==> config.mk <==
export PLATFORM = sky130hd
export DESIGN_NAME = pooled_linked_list_engine_top
export DESIGN_NICKNAME = d
export VERILOG_FILES = /design/src/hw/rtl/pll_pkg.sv /design/src/hw/rtl/pll_link_mem.sv /design/src/hw/rtl/pll_data_mem.sv /design/src/hw/rtl/pooled_linked_list_engine_top.sv
export VERILOG_INCLUDE_DIRS = /design/src /design/src/hw/rtl
export SDC_FILE = /design/constraint.sdc
export NUM_CORES = 2
export LEC_CHECK = 0
export ABC_AREA = 1
export BUFFER_PORTS_ARGS = -buffer_cell sky130_fd_sc_hd__buf_2
export CAP_MARGIN = 5
export CORE_UTILIZATION = 35
export DETAILED_ROUTE_END_ITERATION = 10
export PLACE_DENSITY = 0.58
export SYNTH_ARGS = -nofsm -noshare
export SYNTH_HDL_FRONTEND = slang
export SYNTH_HIERARCHICAL = 1
export SYNTH_SLANG_ARGS = --single-unit
==> constraint.sdc <==
create_clock -name clock -period 7.9 [get_ports clock]
set_clock_uncertainty 0.2 [all_clocks]
set_input_delay 1.58 -clock clock [delete_from_list [all_inputs] [get_ports clock]]
set_output_delay 1.58 -clock clock [all_outputs]
set_load 0.005 [all_outputs]
==> src/hw/rtl/pooled_linked_list_engine_top_assert.svh <==
// assertion macros for the list engine
`ifndef POOLED_LINKED_LIST_ENGINE_TOP_ASSERT_SVH
`define POOLED_LINKED_LIST_ENGINE_TOP_ASSERT_SVH

// a condition implies another in the same cycle
`define PLL_ASSERT_IMPLY(label, clk, rst, cond, prop, msg) \
   label: assert property (@(posedge clk) disable iff (rst) (cond) |-> (prop)) \
      else $error(msg);

// a condition implies another in the next cycle
`define PLL_ASSERT_NEXT(label, clk, rst, cond, prop, msg) \
   label: assert property (@(posedge clk) disable iff (rst) (cond) |=> (prop)) \
      else $error(msg);

`endif

==> src/hw/rtl/pll_pkg.sv <==
// ----------------------------------------------------------------------------
// pll_pkg
// Types and command codes shared by the list engine modules.
// ----------------------------------------------------------------------------
package pll_pkg;

   localparam int unsigned ActionWidth = 4;
   localparam int unsigned StatusWidth = 3;

   typedef enum logic [ActionWidth-1:0] {
      ACT_PUSH_FRONT = 4'd0,
      ACT_PUSH_BACK  = 4'd1,
      ACT_INS_BEFORE = 4'd2,
      ACT_INS_AFTER  = 4'd3,
      ACT_REMOVE     = 4'd4,
      ACT_MV_BEFORE  = 4'd5,
      ACT_MV_AFTER   = 4'd6,
      ACT_POP_FRONT  = 4'd7,
      ACT_POP_BACK   = 4'd8,
      ACT_PEEK_FRONT = 4'd9,
      ACT_PEEK_BACK  = 4'd10
   } action_type;

   typedef enum logic [StatusWidth-1:0] {
      ST_OK        = 3'd0,
      ST_EMPTY     = 3'd1,
      ST_FULL      = 3'd2,
      ST_NOT_FOUND = 3'd3,
      ST_SAME      = 3'd4
   } status_type;

   // input word
   typedef struct packed {
      logic [ActionWidth-1:0] action;
      logic [5:0]             node;
      logic [5:0]             target;
      logic [31:0]            payload;
      logic                   write_payload;
   } req_type;

   // result word
   typedef struct packed {
      logic [StatusWidth-1:0] status;
      logic [5:0]             result_node;
      logic [31:0]            result_data;
      logic [6:0]             entries;
   } rsp_type;

   // link memory write port
   typedef struct packed {
      logic       wr_next;
      logic       wr_prev;
      logic [5:0] addr;
      logic [6:0] next_val;
      logic [6:0] prev_val;
   } link_wr_type;

endpackage

==> src/hw/rtl/pll_link_mem.sv <==
// ----------------------------------------------------------------------------
// pll_link_mem
// Next and previous link memory, one read and one write port, read data
// registered.
// ----------------------------------------------------------------------------
module pll_link_mem (
   input  logic                clock,
   input  pll_pkg::link_wr_type wr,
   input  logic [5:0]          rd_addr,
   output logic [6:0]          rd_next,
   output logic [6:0]          rd_prev
);

   logic [6:0] next_mem [64];
   logic [6:0] prev_mem [64];

   // write and registered read
   always_ff @(posedge clock) begin
      if (wr.wr_next) begin
         next_mem[wr.addr] <= wr.next_val;
      end
      if (wr.wr_prev) begin
         prev_mem[wr.addr] <= wr.prev_val;
      end
      rd_next <= next_mem[rd_addr];
      rd_prev <= prev_mem[rd_addr];
   end

endmodule

==> src/hw/rtl/pll_data_mem.sv <==
// ----------------------------------------------------------------------------
// pll_data_mem
// Node data word memory, one read and one write port, read data registered.
// ----------------------------------------------------------------------------
module pll_data_mem (
   input  logic        clock,
   input  logic        wr_en,
   input  logic [5:0]  wr_addr,
   input  logic [31:0] wr_data,
   input  logic [5:0]  rd_addr,
   output logic [31:0] rd_data
);

   logic [31:0] mem [64];

   // write and registered read
   always_ff @(posedge clock) begin
      if (wr_en) begin
         mem[wr_addr] <= wr_data;
      end
      rd_data <= mem[rd_addr];
   end

endmodule

==> src/hw/rtl/pooled_linked_list_engine_top.sv <==
// ----------------------------------------------------------------------------
// pooled_linked_list_engine_top
// Doubly linked list over a fixed pool of 64 nodes with a free-node stack.
// ----------------------------------------------------------------------------
// A command is taken when start is high and busy is low; exactly one result
// word follows, shown for one cycle under rsp_valid, and the receiver cannot
// stall it. Busy is already low in the cycle of the result word, so the
// next command can be taken at its end. An error or an unknown action goes
// from the first check straight to the result word without writing the
// memories. The sequencer works through the single read and write port of
// the link memory: it reads the named node, which gives its neighbors, and
// then the target, and then writes the changed links one a cycle. A move is
// the longest command. Nodes freed last are reused first.
// ----------------------------------------------------------------------------
`include "pooled_linked_list_engine_top_assert.svh"

module pooled_linked_list_engine_top (
   input  logic             clock,
   input  logic             reset,
   input  logic             start,
   output logic             busy,
   input  pll_pkg::req_type req_word,
   output logic             rsp_valid,
   output pll_pkg::rsp_type rsp_word
);

   localparam logic [6:0] Nil = 7'd64;

   typedef enum logic [3:0] {
      S_IDLE, S_RD_A, S_LAT_A, S_RD_B, S_LAT_B, S_DECIDE,
      S_W1, S_W2, S_W3, S_W4, S_W5, S_DATA, S_DONE
   } state_type;

   state_type         state_ff, state_in;
   pll_pkg::req_type  req_ff, req_in;
   logic [63:0]       in_use_ff, in_use_in;
   logic [6:0]        head_ff, head_in, tail_ff, tail_in;
   logic [6:0]        free_ff, free_in, fresh_ff, fresh_in;
   logic [6:0]        count_ff, count_in;
   // node under work, its neighbors, target and target neighbor
   logic [6:0]        n_ff, n_in, np_ff, np_in, nx_ff, nx_in;
   logic [6:0]        t_ff, t_in, tn_ff, tn_in;
   logic [2:0]        st_ff, st_in;
   logic              res_ff, res_in;
   logic              valid_ff, valid_in;

   pll_pkg::link_wr_type wr;
   logic [5:0]        rd_addr;
   logic [6:0]        rd_next, rd_prev;
   logic              dwr;
   logic [5:0]        drd_addr;
   logic [31:0]       rd_data;

   pll_link_mem u_link (
      .clock(clock), .wr(wr), .rd_addr(rd_addr),
      .rd_next(rd_next), .rd_prev(rd_prev)
   );

   pll_data_mem u_data (
      .clock(clock), .wr_en(dwr), .wr_addr(n_ff[5:0]), .wr_data(req_ff.payload),
      .rd_addr(drd_addr), .rd_data(rd_data)
   );

   logic is_ins, is_mv, is_before;
   logic node_listed, tgt_listed;
   assign is_ins      = req_ff.action <= pll_pkg::ACT_INS_AFTER;
   assign is_mv       = (req_ff.action == pll_pkg::ACT_MV_BEFORE) ||
                        (req_ff.action == pll_pkg::ACT_MV_AFTER);
   assign is_before   = (req_ff.action == pll_pkg::ACT_PUSH_FRONT) ||
                        (req_ff.action == pll_pkg::ACT_INS_BEFORE) ||
                        (req_ff.action == pll_pkg::ACT_MV_BEFORE);
   assign node_listed = in_use_ff[req_ff.node];
   assign tgt_listed  = in_use_ff[req_ff.target];

   // link write helper values
   function automatic pll_pkg::link_wr_type lw(input logic wn, input logic wp,
                                               input logic [6:0] a,
                                               input logic [6:0] nv,
                                               input logic [6:0] pv);
      pll_pkg::link_wr_type w;
      w.wr_next  = wn & ~a[6];
      w.wr_prev  = wp & ~a[6];
      w.addr     = a[5:0];
      w.next_val = nv;
      w.prev_val = pv;
      return w;
   endfunction

   // sequencer
   always_comb begin
      state_in  = state_ff;
      req_in    = req_ff;
      in_use_in = in_use_ff;
      head_in   = head_ff;
      tail_in   = tail_ff;
      free_in   = free_ff;
      fresh_in  = fresh_ff;
      count_in  = count_ff;
      n_in      = n_ff;
      np_in     = np_ff;
      nx_in     = nx_ff;
      t_in      = t_ff;
      tn_in     = tn_ff;
      st_in     = st_ff;
      res_in    = res_ff;
      valid_in  = 1'b0;
      wr        = lw(1'b0, 1'b0, Nil, Nil, Nil);
      rd_addr   = n_ff[5:0];
      dwr       = 1'b0;
      drd_addr  = n_ff[5:0];
      unique case (state_ff)
         S_IDLE: begin
            if (start) begin
               req_in   = req_word;
               st_in    = pll_pkg::ST_OK;
               res_in   = 1'b0;
               state_in = S_RD_A;
            end
         end
         // pick the first node to read and check errors
         S_RD_A: begin
            state_in = S_LAT_A;
            if (is_ins) begin
               // ref node into t, new node into n
               if (req_ff.action == pll_pkg::ACT_PUSH_FRONT) t_in = head_ff;
               else if (req_ff.action == pll_pkg::ACT_PUSH_BACK) t_in = tail_ff;
               else if (count_ff == 7'd0) t_in = Nil;
               else if (node_listed) t_in = {1'b0, req_ff.node};
               else begin
                  st_in = pll_pkg::ST_NOT_FOUND; state_in = S_DONE;
               end
               if (state_in != S_DONE) begin
                  if (!free_ff[6]) n_in = free_ff;
                  else if (!fresh_ff[6]) n_in = fresh_ff;
                  else begin
                     st_in = pll_pkg::ST_FULL; state_in = S_DONE;
                  end
               end
            end else if (req_ff.action <= pll_pkg::ACT_PEEK_BACK) begin
               if (count_ff == 7'd0) begin
                  st_in = pll_pkg::ST_EMPTY; state_in = S_DONE;
               end else if (req_ff.action >= pll_pkg::ACT_POP_FRONT) begin
                  n_in = ((req_ff.action == pll_pkg::ACT_POP_FRONT) ||
                          (req_ff.action == pll_pkg::ACT_PEEK_FRONT)) ? head_ff : tail_ff;
                  if (n_in[6] || !in_use_ff[n_in[5:0]]) begin
                     st_in = pll_pkg::ST_EMPTY; state_in = S_DONE;
                  end
               end else if (!node_listed || (is_mv && !tgt_listed)) begin
                  st_in = pll_pkg::ST_NOT_FOUND; state_in = S_DONE;
               end else if (is_mv && req_ff.node == req_ff.target) begin
                  st_in = pll_pkg::ST_SAME; state_in = S_DONE;
               end else begin
                  n_in = {1'b0, req_ff.node};
                  t_in = {1'b0, req_ff.target};
               end
            end else begin
               state_in = S_DONE;
            end
            rd_addr = n_in[5:0];
         end
         // links of n now on the read port
         S_LAT_A: begin
            np_in    = rd_prev;
            nx_in    = rd_next;
            res_in   = 1'b1;
            state_in = S_RD_B;
            if (is_ins) begin
               // pop the free stack
               if (!free_ff[6] && n_ff == free_ff) begin
                  free_in = (rd_next > Nil) ? Nil : rd_next;
               end else begin
                  fresh_in = fresh_ff + 7'd1;
               end
            end else if (!is_mv) begin
               state_in = S_DECIDE;
            end
         end
         // read links of the reference node
         S_RD_B: begin
            rd_addr  = t_ff[5:0];
            state_in = S_LAT_B;
         end
         S_LAT_B: begin
            if (is_mv) begin
               // target links as seen after unlinking n
               if (is_before) tn_in = (rd_prev == n_ff) ? np_ff : rd_prev;
               else tn_in = (rd_next == n_ff) ? nx_ff : rd_next;
            end else begin
               tn_in = is_before ? rd_prev : rd_next;
            end
            state_in = S_DECIDE;
         end
         S_DECIDE: begin
            state_in = S_W1;
         end
         // unlink step for remove, pop and move
         S_W1: begin
            state_in = S_W3;
            if (is_ins || req_ff.action >= pll_pkg::ACT_PEEK_FRONT) begin
               state_in = is_ins ? S_W3 : S_DATA;
            end else begin
               wr = lw(1'b1, 1'b0, np_ff, nx_ff, Nil);
               if (np_ff[6]) head_in = nx_ff;
               state_in = S_W2;
            end
         end
         S_W2: begin
            wr = lw(1'b0, 1'b1, nx_ff, Nil, np_ff);
            if (nx_ff[6]) tail_in = np_ff;
            in_use_in[n_ff[5:0]] = 1'b0;
            count_in = count_ff - 7'd1;
            if (is_mv) begin
               state_in = S_W3;
            end else begin
               state_in = S_W5;
            end
         end
         // link n next to t
         S_W3: begin
            if (t_ff[6]) begin
               wr = lw(1'b1, 1'b1, n_ff, Nil, Nil);
               head_in = n_ff;
               tail_in = n_ff;
               state_in = S_DATA;
            end else if (is_before) begin
               wr = lw(1'b1, 1'b1, n_ff, t_ff, tn_ff);
               state_in = S_W4;
            end else begin
               wr = lw(1'b1, 1'b1, n_ff, tn_ff, t_ff);
               state_in = S_W4;
            end
            in_use_in[n_ff[5:0]] = 1'b1;
            count_in = count_in + 7'd1;
         end
         S_W4: begin
            if (is_before) begin
               wr = lw(1'b0, 1'b1, t_ff, Nil, n_ff);
               np_in = tn_ff;
            end else begin
               wr = lw(1'b1, 1'b0, t_ff, n_ff, Nil);
            end
            state_in = S_W5;
         end
         S_W5: begin
            state_in = S_DATA;
            if (is_mv || is_ins) begin
               // neighbor on the far side of t
               if (is_before) begin
                  wr = lw(1'b1, 1'b0, tn_ff, n_ff, Nil);
                  if (tn_ff[6]) head_in = n_ff;
               end else begin
                  wr = lw(1'b0, 1'b1, tn_ff, Nil, n_ff);
                  if (tn_ff[6]) tail_in = n_ff;
               end
            end else begin
               // push freed node on the stack
               wr = lw(1'b1, 1'b1, n_ff, free_ff, Nil);
               free_in = n_ff;
            end
         end
         S_DATA: begin
            dwr      = is_ins && req_ff.write_payload;
            state_in = S_DONE;
         end
         S_DONE: begin
            valid_in = 1'b1;
            state_in = S_IDLE;
         end
         default: state_in = S_IDLE;
      endcase
   end

   // state and registered outputs
   always_ff @(posedge clock) begin
      if (reset) begin
         state_ff  <= S_IDLE;
         in_use_ff <= '0;
         head_ff   <= Nil;
         tail_ff   <= Nil;
         free_ff   <= Nil;
         fresh_ff  <= 7'd0;
         count_ff  <= 7'd0;
         valid_ff  <= 1'b0;
         res_ff    <= 1'b0;
      end else begin
         state_ff  <= state_in;
         in_use_ff <= in_use_in;
         head_ff   <= head_in;
         tail_ff   <= tail_in;
         free_ff   <= free_in;
         fresh_ff  <= fresh_in;
         count_ff  <= count_in;
         valid_ff  <= valid_in;
         res_ff    <= res_in;
      end
      req_ff <= req_in;
      n_ff   <= n_in;
      np_ff  <= np_in;
      nx_ff  <= nx_in;
      t_ff   <= t_in;
      tn_ff  <= tn_in;
      st_ff  <= st_in;
   end

   // result word; data word read at the end of S_DONE, after the S_DATA write
   logic [5:0]  out_node_ff;
   logic [31:0] out_data_ff;
   logic        out_res_ff;
   always_ff @(posedge clock) begin
      if (state_ff == S_DONE) begin
         out_res_ff  <= res_ff && (st_ff == pll_pkg::ST_OK);
         out_node_ff <= n_ff[5:0];
      end
   end
   assign out_data_ff = rd_data;

   assign busy                  = (state_ff != S_IDLE);
   assign rsp_valid             = valid_ff;
   assign rsp_word.status       = st_ff;
   assign rsp_word.result_node  = out_res_ff ? out_node_ff : 6'd0;
   assign rsp_word.result_data  = out_res_ff ? out_data_ff : 32'd0;
   assign rsp_word.entries      = count_ff;

   `PLL_ASSERT_IMPLY(a_count_max, clock, reset, 1'b1, count_ff <= Nil, "count beyond pool")
   `PLL_ASSERT_NEXT(a_one_rsp, clock, reset, rsp_valid, !rsp_valid, "result word repeated")
   `PLL_ASSERT_IMPLY(a_busy_rsp, clock, reset, state_ff == S_DONE, busy, "done while not busy")
   `PLL_ASSERT_NEXT(a_take, clock, reset, start && !busy, busy, "command not taken")

endmodule

==> impl_metrics.yaml <==
layout:
  n_fill_cell: 35730
  drive_gt1_frac: 0.07980
  post-route-util: 0.3958
  area_growth_syn_to_layout_pct: 12.20
  final_nets: 11730
  final_cells: 16950
cts:
  h-tree-depth: 5
  cts_hold_buf: 0
  cts_tree: "done"
  cts_setup_buffers: 0
  path_clk_slew_ns: 0.06
  cts_root_buf: "clkbuf_16"
  insertion_delay_ns: 0.94
  ctsResizeCount: 0
  numCtsBuffers: 349
  cts.sinks: 3189
  clock_path_buffers: 4
run:
  max_cap_violations: 0
global_route:
  grt_first_pass_wirelength_mm: 580.7
  use_met3: 0.02588
  grtUsageMet1: 0.2752
  antenna_found_initial: 7
  grt_max_degree: 210
  grt-ovfl-total: 0
  grt.busiest_layer: "met2"
  grt_pass1_vias: 84670
  grt_use_total: 0.2021
  use_met2: 0.3278
hold_path:
  hp-class: "reg2reg"
drt:
  ant_nets: 0
  routed_wl_mm: 398.1
  drc_errors: 0
  vias_per_cell: 5.313
  num_vias: 90070
  drt_iter0_drc: 9469
  first_pass_iters: 8
  wire_per_inst_um: 23.48
logic_synthesis:
  yosys-top-cells-area: "edfxtp_1, nand2_1, nand3_1"
  async_reset_ff_frac: 0
  synth_largest_area_cell: "edfxtp_1"
  yosys_warnings: 6
  syn_area_mm2: 0.1329
  synth_top_flop_cell: "edfxtp_1"
  seq_area_frac_synth: 0.7093
  synth_nets: 11820
  synth_edf_count: 3038
  ys_ff_latch: 3189
  yosysUniqueCellTypes: 63
  yosys-top-cells-count: "nand2_1, edfxtp_1, nand3_1"
  yosys.cell_count.top_type: "nand2_1"
  netlist_instances: 11760
  avgSynthCellArea_um2: 11.30
  yosys.area.top_type_share: 0.6866
die:
  dieArea_mm2: 0.3821
  io_pins: 102
  placeableCoreArea_mm2: 0.3767
  chipHeight_um: 618.2
  rows: 225
  die_x_um: 618.2
  initial_core_util: 0.3528
sta:
  tightest_slew_ns: 1.322
  final-setup-viol-count: 0
  max_freq_mhz: 153.6
  finalHoldViolCount: 0
  whs_ns: 0.2790
  maxSlewHeadroom: 0.1172
  min_period_over_period: 0.8243
  min_period_ns: 6.512
  drv_slew: 0
  fin_ws_ns: 1.388
  rsz0062_at_grt: "no"
  setup_tns_ns: 0
power:
  leakagePower_nw: 52.43
  max-vdd-ir-drop_uv: 503.8
  p_per_area_mw_per_mm2: 399.5
worst_setup_path:
  slowest_stage: "edfxtp_1"
  cp-end-kind: "flop"
  crit_path_max_fanout: 165
  worst_ep_required_time_ns: 8.46
  slowest_delay_ns: 0.94
  cpMostUsedCell: "nand2_1"
  start_kind: "flop"
  crit_type: "reg2reg"
  critPathArrivalTime_ns: 7.07
outcome:
  status: "finished, final reports clean"
placement:
  gp_congestion: 0.9095
  place_ws_ns: 1.640
  dpl.cell_count: 16310
  numPortBuffers: 101
  hpwl_mm: 213.5
[power breakdown]
group          leakage [nW]  switching, mW  total (mW)  internal (mW)
clock network          5.39           6.78        15.9           9.14
logic                  18.4           17.4        23.1           5.67
registers              28.6          0.384        20.6           20.2
total                  52.4           24.6        59.6           35.0
[cell usage in the layout (no fill, tap or decap), types with 151 or more instances in the layout]
| cell type | n |
|---|---|
| o21ai_0 | 209 |
| nand3_1 | 2809 |
| a21oi_1 | 151 |
| inv_1 | 233 |
| dfxtp_1 | 151 |
| edfxtp_1 | 3038 |
| clkbuf_16 | 359 |
| buf_4 | 192 |
| nor2_1 | 159 |
| nand2_1 | 3763 |
[path summary, 6_finish.rpt]
check,end,from,cells after the start,slack (ns)
max,u_link/rd_prev[3]$_DFF_P_,req_ff[40]$_DFFE_PP_,26,1.39
min,tail_ff[4]$_SDFFE_PP0P_,tail_ff[4]$_SDFFE_PP0P_,2,0.28
max reg2reg,u_link/rd_prev[3]$_DFF_P_,req_ff[40]$_DFFE_PP_,26,1.39
min reg2reg,tail_ff[4]$_SDFFE_PP0P_,tail_ff[4]$_SDFFE_PP0P_,2,0.28
[per-stage QoR]
stage / area (um2) / total power, mW
after floorplan: 132900 / 36.41
after detailed placement: 138000 / 43.87
after CTS: 149100 / 59.75
after global routing: 149100 / 62.51
final: 149100 / 59.56
after global placement: 138000 / 43.79
[registers in the layout (all words and copies together), names as in the netlist, 32 cells and up, named ones only]
signal and cells:
req_ff 49, u_data/rd_data 32, u_link/next_mem 448, u_link/prev_mem 448, u_data/mem 2048
[layout make-up]
type                    instances  area, um2  area share
inverters                     278       1105    0.007410
multi-input cells            7541      34100      0.2287
clock inverters               188       1659     0.01113
flip-flops and latches       3189      94250      0.6322
diodes                          4      10.01  0.00006714
repair buffers                313       2322     0.01558
clock buffers                 446       9394     0.06301
well taps                    4994       6248     0.04191
[worst max-delay path, delay by kind of cell (launching register included)]
kind / cells / cell delay (ns)
DFF: 1 / 0.94
AOI/OAI and AO/OA: 4 / 0.55
and+or+nand+nor: 17 / 2.48
buffers and inverters: 5 / 1.81
[per-layer routing]
layer  up-vias  wire length (um)  part of all wire
met4         2             16460             0.041
met1     44270            166500              0.42
met5         -                13          0.000033
met2      3684            187300              0.47
met3       754             27900             0.070
li1      41360                 -                 -
[cell families after synthesis]
group,synth area share
AND/OR/NAND/NOR,0.2274
XOR/XNOR,0.001252
adder cells (fa/ha/maj),0.0007156
flip-flops,0.7093
buffers and inverters,0.03892
AO/OA/AOI/OAI,0.02243
No activity file was read; power rests on OpenSTA's default activity.
